File: config.mk
export PLATFORM = sky130hd
export DESIGN_NAME = bni_step_unit
export DESIGN_NICKNAME = d
export VERILOG_FILES = /design/src/rtl/core/bni_pkg.sv /design/src/rtl/core/bni_step_unit.sv
export SDC_FILE = /design/constraint.sdc
export NUM_CORES = 1
export LEC_CHECK = 0
export BUFFER_PORTS_ARGS = -buffer_cell sky130_fd_sc_hd__buf_4
export CORE_MARGIN = 2
export CORE_UTILIZATION = 52
export DETAILED_ROUTE_END_ITERATION = 7
export GPL_TIMING_DRIVEN = 0
export PLACE_DENSITY = 0.9
export SLEW_MARGIN = 20
export SYNTH_ARGS = -nofsm -noshare
export SYNTH_HDL_FRONTEND = slang
export SYNTH_SLANG_ARGS = --single-unit
File: constraint.sdc
create_clock -name vclk -period 9.6
set_input_delay 1.92 -clock vclk [all_inputs]
set_output_delay 1.92 -clock vclk [all_outputs]
set_load 0.02 [all_outputs]
File: src/rtl/core/bni_pkg.sv
`timescale 1ns / 1ps
package bni_pkg;

  localparam int DATA_W    = 16;
  localparam int FRAC_BITS = 8;
  localparam int EPS_W     = 16;
  localparam int MAX_CH    = 256;
  localparam int TAB_AW    = $clog2(MAX_CH);
  localparam int CH_W      = 8;
  localparam int CNT_W     = 9;

  localparam int ADDR_W    = 4;
  localparam int PDATA_W   = 32;
  localparam int REG_IDX_W = ADDR_W - 2;

  localparam logic [REG_IDX_W-1:0] REG_CH_COUNT  = REG_IDX_W'(0);
  localparam logic [REG_IDX_W-1:0] REG_SKIP_ROOT = REG_IDX_W'(1);
  localparam logic [REG_IDX_W-1:0] REG_EPSILON   = REG_IDX_W'(2);

  localparam logic OP_LOAD = 1'b0;
  localparam logic OP_DATA = 1'b1;

  localparam int SUM_W      = ((DATA_W > EPS_W) ? DATA_W : EPS_W) + 1;
  localparam int RAD_W      = ((SUM_W + FRAC_BITS + 1) / 2) * 2;
  localparam int ROOT_W     = RAD_W / 2;
  localparam int DIFF_W     = DATA_W + 1;
  localparam int PROD_W     = 2 * DATA_W;
  localparam int Q_W        = DATA_W + 1;
  localparam int HI_W       = PROD_W - Q_W;
  localparam int REM_W      = DATA_W + 1;
  localparam int Y_W        = Q_W + 2;
  localparam int STEP_CNT_W = $clog2(Q_W);

  localparam logic [DATA_W-1:0] Y_MAX = {1'b0, {(DATA_W-1){1'b1}}};
  localparam logic [DATA_W-1:0] Y_MIN = {1'b1, {(DATA_W-1){1'b0}}};
  localparam logic [Q_W-1:0]    Q_CAP = {1'b1, {DATA_W{1'b0}}};

  typedef enum logic [2:0] {
    S_IDLE,
    S_FETCH,
    S_MUL,
    S_SQRT,
    S_CHECK,
    S_DIV,
    S_FINAL
  } state_e;

  typedef enum logic [1:0] {
    STEP_SQRT,
    STEP_DIV,
    STEP_CHECK
  } step_mode_e;

  typedef struct packed {
    logic [DATA_W-1:0] scale;
    logic [DATA_W-1:0] bias;
    logic [DATA_W-1:0] mean;
    logic [DATA_W-1:0] variance;
  } chan_par_t;

endpackage

File: src/rtl/core/bni_step_unit.sv
`timescale 1ns / 1ps
// Shared compare-subtract: one root digit, one quotient bit, or the quotient range check.
module bni_step_unit import bni_pkg::*; (
  input  step_mode_e         mode_i,
  input  logic [REM_W-1:0]   rem_i,
  input  logic [1:0]         pair_i,
  input  logic               bit_i,
  input  logic [ROOT_W-1:0]  root_i,
  input  logic [DATA_W-1:0]  divisor_i,
  input  logic [HI_W-1:0]    high_i,
  output logic [REM_W-1:0]   rem_o,
  output logic               ge_o
);

  logic [REM_W-1:0] op_a;
  logic [REM_W-1:0] op_b;
  logic [REM_W:0]   diff;

  always_comb begin
    case (mode_i)
      STEP_SQRT: begin
        op_a = {rem_i[REM_W-3:0], pair_i};
        op_b = REM_W'({root_i, 2'b01});
      end
      STEP_DIV: begin
        op_a = {rem_i[REM_W-2:0], bit_i};
        op_b = REM_W'(divisor_i);
      end
      STEP_CHECK: begin
        op_a = REM_W'(high_i);
        op_b = REM_W'(divisor_i);
      end
      default: begin
        op_a = '0;
        op_b = '0;
      end
    endcase
  end

  assign diff  = {1'b0, op_a} - {1'b0, op_b};
  assign ge_o  = ~diff[REM_W];
  assign rem_o = ge_o ? diff[REM_W-1:0] : op_a;

endmodule

[Word-level counts from Yosys, hierarchy flattened]
Cells that the tools add are included.
Operators by class
  multiply operators: 0
  shift-type cells: 0
  bitwise gates (word level): 1
  $add $sub $neg: 1
  reduce and logical (&&, ||, !) cells: 2
  muxes and demuxes: 3
  equality and inequality tests: 2
  divide/modulo/power cells: 0
  $lt $le $gt $ge: 0
Operators by type and width (count)
  $pmux W17 S3: 1
  $pmux W16 S2: 1
  $sub A17 B17 Y18: 1
  $mux W17: 1
  $eq A2 B1 Y1 const B: 1
  $eq A2 B2 Y1 const B: 1
  $logic_not A2 Y1: 1
  $reduce_or A2 Y1: 1
  $not A1 Y1: 1
Word-level totals
  input port bits: 66
  latch bits: 0
  bits in writable memories: 0
  ROM bits: 0
  memories: 0
  register bits after elaboration: 0
  logic and storage cells: 9
  output and inout port bits: 18

[Depth between registers and ports, before layout]
Gate-level depths: netlist of the first run.
  depth after elaboration: 5
  depth in mapped cells: 17
  mapped depth without buffers: 13

[Worst setup path after synthesis of the first run]
Ideal clock, no wire load.
  path kind: in2out
  start point: input port mode_i[0]
  end point: output port rem_o[11]
  buffers on the path: 5
  path slack: 2.076 ns
  arrival time: 5.604 ns
  required time: 7.680 ns
  stages: 16
  cells stage by stage: inv_1 > ha_1 > clkbuf_1 > clkbuf_1 > buf_1 > a22oi_1 > or2_2 > ha_1 > and2_1 > buf_2 > nand3_2 > nor3_1 > a2111oi_4 > o41ai_4 > buf_2 > o31ai_1
Between the ends
  longest elaborated chain between the ends: 5
Ends and longest elaborated chain
  start, declared: RTL line bni_step_unit.sv:4  | input step_mode_e mode_i,
  $eq A2 B2 Y1 / $eq A2 B1 Y1 (equally long branches): RTL line bni_step_unit.sv:20  | case (mode_i)
  $reduce_or A2 Y1 (no source line)
  $pmux W16 S2: RTL line bni_step_unit.sv:20
  $sub A17 B17 Y18: RTL line bni_step_unit.sv:40  | assign diff = {1'b0, op_a} - {1'b0, op_b};
  $mux W17 *: RTL line bni_step_unit.sv:42  | assign rem_o = ge_o ? diff[REM_W-1:0] : op_a;
  end, declared: RTL line bni_step_unit.sv:11  | output logic [REM_W-1:0] rem_o,
Every way passes the cells marked *; elsewhere a longest branch is shown, timed or not.

[Worst setup path after layout of the first run]
Same ends and word-level chain as after synthesis.

==> results of run 1 <==
[power groups by stage]
stage | sequential (mW) | clock, mW | combinational [mW]
after detailed placement | 0 | 0 | 0.286
after global routing | 0 | 0 | 0.314
after CTS | 0 | 0 | 0.288
after global placement | 0 | 0 | 0.281
after floorplan | 0 | 0 | 0.194
final | 0 | 0 | 0.291
[per-layer routing]
metal | vias up | wire [microns] | share of wire
li1 | 1053 | - | -
met1 | 1000 | 2550 | 0.45
met2 | 100 | 2740 | 0.48
met3 | 10 | 366 | 0.064
met4 | 0 | 65 | 0.011
met5 | - | 0 | 0
[cell families after synthesis]
kind of cell,after synthesis,synth area share
AND/OR/NAND/NOR,82,0.243
AO/OA/AOI/OAI,83,0.415
adder cells (fa/ha/maj),21,0.164
buffers and inverters,20,0.0567
XOR/XNOR,9,0.0482
multiplexers,10,0.0735
[stage by stage]
step                      utilization  worst slack (ns)  cell area, sq um
after floorplan                     -              2.08              1630
after global placement          0.764              1.48              2310
after detailed placement        0.764              1.46              2310
after CTS                       0.764              1.45              2310
after global routing            0.764              1.09              2310
final                           0.764              1.31              2310
[placed cells by master, fill, tap and decap left out, types with 2 or more instances in the layout]
| cell | instances |
|---|---|
| a31oi_1 | 2 |
| nor2b_1 | 3 |
| a21o_1 | 5 |
| buf_2 | 2 |
| clkbuf_1 | 10 |
| nand3_1 | 4 |
| xnor2_1 | 5 |
| or2_2 | 14 |
| o21ai_0 | 6 |
| nand3_2 | 2 |
| o31ai_1 | 2 |
| buf_6 | 2 |
| buf_4 | 83 |
| o21a_1 | 2 |
| and2_1 | 2 |
| mux2i_1 | 3 |
| nor2_1 | 33 |
| a311oi_1 | 2 |
| xor2_1 | 4 |
| a211oi_2 | 2 |
| inv_1 | 5 |
| nor3_1 | 4 |
| o2111ai_1 | 2 |
| a22oi_1 | 16 |
| ha_1 | 19 |
| mux2_2 | 4 |
| or2_1 | 2 |
| a222oi_1 | 15 |
| mux2_4 | 3 |
| a211oi_1 | 2 |
| nand2_1 | 13 |
| a21oi_1 | 15 |
| or3_1 | 2 |
[cell type report]
cell class	count	area [sq um]
multi-input cells	205	1540
fillers	249	716
repair buffers	83	623
plain buffers	15	73.8
well taps	44	55.1
inverters	5	18.8
[worst max path at each step]
stage                     end      start  slack (ns)
floorplan           rem_o[11]  mode_i[0]        2.08
global placement    rem_o[10]  mode_i[0]        1.48
detailed placement  rem_o[11]  mode_i[0]        1.46
CTS                 rem_o[12]  mode_i[0]        1.45
global route        rem_o[12]  mode_i[0]        1.09
finish              rem_o[11]  mode_i[0]        1.31
==> run_results.csv, run 1 <==
group,metric,value,unit
run_status,status,"completed",
cells_and_area,final_cells,352,
detailed_routing,wl_per_cell,16.3,microns
die,die_x,60.1,microns
timing,fmax,121,MHz
timing,tns,0,ns
clock_tree,cts_resized,0,
synthesis,synth_most_common_cell,"nor2_1",
synthesis,yosys-top-cells-area,"ha_1 (15%), a222oi_1 (9.2%), nor2_1 (7.6%), a22oi_1 (7.4%), or2_2 (5.4%)",
min_path,holdPathEnd,"rem_o[0]",
pwr,ir_drop,0.0985,mV
timing,report.final.slew_viol_count,0,
pwr,switching_share,0.542,
setup_path,path_depth,17,
detailed_routing,remaining_drc_errors,0,
timing,timing.final.crit_share,0.863,
detailed_routing,antenna_left,0,
min_path,hold_class,"input pin to output pin",
synthesis,synth_common_cells,"nor2_1 (33), ha_1 (19), a22oi_1 (16)",
setup_path,slowest_stage,"o41ai_4",
cells_and_area,seqCellArea,0,sq um
detailed_routing,drtIter0Drc,209,
die,ios,84,
global_route,overflow,0,
die,fp.coreArea,3030,sq um
setup_path,worstSetupEndpointType,"output pin",
setup_path,worstSetupPathType,"input pin to output pin",
pwr,p_comb_frac,1.000,
clock_tree,holdBufCountCts,0,
global_route,grt_pass1_vias,1974,
min_path,min-delay-start,"divisor_i[0]",
die,start_util,0.540,
die,num_rows,20,
global_route,globalRouteMet2Util,0.557,
pwr,p_seq_frac,0,
pwr,p_leak,1.09,nW
global_route,met1_usage,0.435,
global_route,antenna_found_initial,0,
synthesis,netlist.area_leader.share,0.145,
cells_and_area,seq_cells,0,
pwr,power.net_switching,0.158,mW
global_route,grt_pass1_wl,8930,microns
timing,layout_min_cycle_time,8.29,ns
synthesis,syn_inst,225,
placed_design,portBuffers,83,
synthesis,avgSynthCellArea,7.26,sq um
setup_path,path_cells,"buf_4 > inv_1 > ha_1 > clkbuf_1 > clkbuf_1 > buf_1 > a22oi_1 > or2_2 > ha_1 > and2_1 > buf_2 > nand3_2 > o41ai_4 > buf_2 > o2111ai_1 > o31ai_1 > buf_4",
synthesis,ys_seq_area_frac,0,
synthesis,synth.distinct_cells,50,
min_path,hold_depth,6,
setup_path,critPathBufInv,8,
setup_path,worstPathMaxFanout,10,
timing,final-hold-violation-count,0,
global_route,grt_use_met3,0.0130,
cells_and_area,clock_buffers,0,
cells_and_area,insertedDiodeCount,0,
global_route,busiest_layer,"met2",
timing,rsz0062_at_grt,"no",
setup_path,crit_family,"buffers and inverters",
setup_path,critPathLaunchType,"input pin",
placed_design,place.gp.congestion,0.909,
timing,setup_viol,0,
detailed_routing,firstDrtPassIters,6,
synthesis,synth_largest_area_cell,"ha_1",
timing,relSlewSlack,0.669,
synthesis,synth_nets,311,
placed_design,dpl.hpwl,4640,microns
setup_path,required,7.68,ns
cells_and_area,final_layout_size_suffix_gt1_frac,0.380,
pwr,p_int,0.134,mW
pwr,finalPower,0.291,mW
pwr,p_clk_frac,0,
detailed_routing,vias,2163,
timing,fin_hold_ws,4.40,ns
setup_path,critical-path-max-stage-delay,0.58,ns
cells_and_area,final_nets,396,
global_route,grt_max_degree,11,
global_route,track_usage,0.317,
detailed_routing,drt-total-wl,5730,microns
synthesis,syn_area,1630,sq um
detailed_routing,avgViaCountPerCell,6.14,
synthesis,yosysWarningCount,0,
pwr,p_per_area,126,nW/um^2
placed_design,dp.cells,352,
clock_tree,postCtsSetupRepairBufs,0,
setup_path,arrival,6.37,ns
run,maxCapViolCount,0,
cells_and_area,syn_to_final_growth,41.5,%
die,fp.dieH,60.1,microns
timing,worstMarginPinSlew,0.484,ns
die,design.die.area,3610,sq um
Note: power is estimated with default switching activity, not from simulation.
==> run 2: changes to the inputs <==
--- a/config.mk
+++ b/config.mk
@@ -5,12 +5,13 @@
 export SDC_FILE = /design/constraint.sdc
 export NUM_CORES = 1
 export LEC_CHECK = 0
-export BUFFER_PORTS_ARGS = -buffer_cell sky130_fd_sc_hd__buf_4
+export BUFFER_PORTS_ARGS = -buffer_cell sky130_fd_sc_hd__buf_2
 export CORE_MARGIN = 2
 export CORE_UTILIZATION = 52
 export DETAILED_ROUTE_END_ITERATION = 7
 export GPL_TIMING_DRIVEN = 0
 export PLACE_DENSITY = 0.9
+export SETUP_SLACK_MARGIN = 0.02
 export SLEW_MARGIN = 20
 export SYNTH_ARGS = -nofsm -noshare
 export SYNTH_HDL_FRONTEND = slang
==> run_results.csv, run 2 (synthesis gave the netlist of run 1 again) <==
group,metric,value,unit
run_status,status,"complete, but fails checks",
run_status,violations,"DRC",
cells_and_area,seqCellArea,0,sq um
pwr,p_leak,1.02,nW
detailed_routing,met2_wirelength,2430,microns
placed_design,place.gp.congestion,0.952,
timing,rsz0062_at_grt,"no",
cells_and_area,final_layout_size_suffix_gt1_frac,0.380,
setup_path,arrival,6.33,ns
cells_and_area,final_nets,396,
setup_path,worstSetupEndpointType,"output pin",
detailed_routing,wl_per_cell,15.0,microns
cells_and_area,fillers,267,
cells_and_area,clock_buffers,0,
placed_design,portBuffers,83,
die,design.die.area,3610,sq um
global_route,track_usage,0.287,
detailed_routing,wl_met1,2290,microns
timing,report.final.slew_viol_count,0,
clock_tree,postCtsSetupRepairBufs,0,
global_route,grt_max_degree,11,
global_route,grt_pass1_wl,8210,microns
cells_and_area,syn_to_final_growth,28.8,%
pwr,finalPower,0.265,mW
timing,fin_hold_ws,4.42,ns
pwr,p_comb_frac,1.000,
global_route,grt_pass1_vias,1843,
pwr,ir_drop,0.0778,mV
cells_and_area,utilization,0.695,
setup_path,worstPathMaxFanout,10,
detailed_routing,wl_met3,475,microns
timing,final-hold-violation-count,0,
detailed_routing,drt-total-wl,5300,microns
detailed_routing,drtIter0Drc,227,
global_route,antenna_found_initial,0,
timing,relSlewSlack,0.600,
placed_design,dp.cells,352,
pwr,p_clk_frac,0,
detailed_routing,remaining_drc_errors,2,
pwr,p_int,0.112,mW
pwr,power.net_switching,0.154,mW
setup_path,required,7.68,ns
timing,setup_viol,0,
detailed_routing,routed.top_layer,"met4",
min_path,hold_class,"input pin to output pin",
setup_path,worstSetupPathType,"input pin to output pin",
die,num_rows,20,
detailed_routing,firstDrtPassIters,8,
clock_tree,cts_resized,0,
detailed_routing,vias,2183,
pwr,p_seq_frac,0,
placed_design,dpl.hpwl,4300,microns
timing,fmax,121,MHz
timing,timing.final.crit_share,0.860,
cells_and_area,final_common_cell,"buf_2",
global_route,overflow,0,
die,ios,84,
die,fp.coreArea,3030,sq um
cells_and_area,final_cells,352,
clock_tree,holdBufCountCts,0,
run,maxCapViolCount,0,
timing,worstMarginPinSlew,0.585,ns
pwr,switching_share,0.580,
cells_and_area,seq_cells,0,
pwr,p_per_area,126,nW/um^2
die,fp.dieH,60.1,microns
die,die_x,60.1,microns
cells_and_area,layout_common_cells,"buf_2 (85), nor2_1 (33), ha_1 (19), a22oi_1 (16)",
cells_and_area,insertedDiodeCount,0,
detailed_routing,avgViaCountPerCell,6.20,
timing,layout_min_cycle_time,8.25,ns
detailed_routing,antenna_left,0,
setup_path,critPathLaunchType,"input pin",
cells_and_area,multi_input_area,1540,sq um
timing,tns,0,ns
die,start_util,0.540,
## run 2: path summary, 6_finish.rpt
check    startpoint         to  slack, ns  cells after the start
max       mode_i[1]  rem_o[11]       1.35                     18
min    divisor_i[1]   rem_o[1]       4.42                      6
## run 2: through the flow
| step | worst slack (ns) | instance area (sq um) |
|---|---|---|
| CTS | 1.45 | 2100 |
| global route | 1.03 | 2100 |
| floorplan | 2.08 | 1630 |
| detailed placement | 1.46 | 2100 |
| global placement | 1.53 | 2100 |
| finish | 1.35 | 2100 |
## run 2: cell type report
type	count	area share
buffer	15	0.0351
timing repair buffer	83	0.197
inverter	5	0.00892
multi-input combinational	205	0.732
tap	44	0.0262
## run 2: worst max-delay path, stage by stage
cell and delay, ns:
buf_2 0.11, inv_1 0.08, ha_1 0.27, clkbuf_1 0.40
clkbuf_1 0.47, buf_1 0.45, a22oi_1 0.11, or2_2 0.30
ha_1 0.37, and2_1 0.19, buf_2 0.15, nand3_2 0.14
nor3_1 0.09, a2111oi_4 0.39, o41ai_4 0.20, buf_2 0.24
o31ai_1 0.24, buf_2 0.21
## run 2: power by group through the flow
stage | sequential [mW] | clock [mW] | combinational, mW
after global routing | 0 | 0 | 0.287
final | 0 | 0 | 0.265
after CTS | 0 | 0 | 0.262
after global placement | 0 | 0 | 0.257
after detailed placement | 0 | 0 | 0.261
after floorplan | 0 | 0 | 0.194
## run 2: per-layer routing
metal  GRT usage  up-vias
met4      0.0603        0
met1       0.389      984
met2       0.483      134
met5           0        -
met3      0.0346       16
li1            -     1049
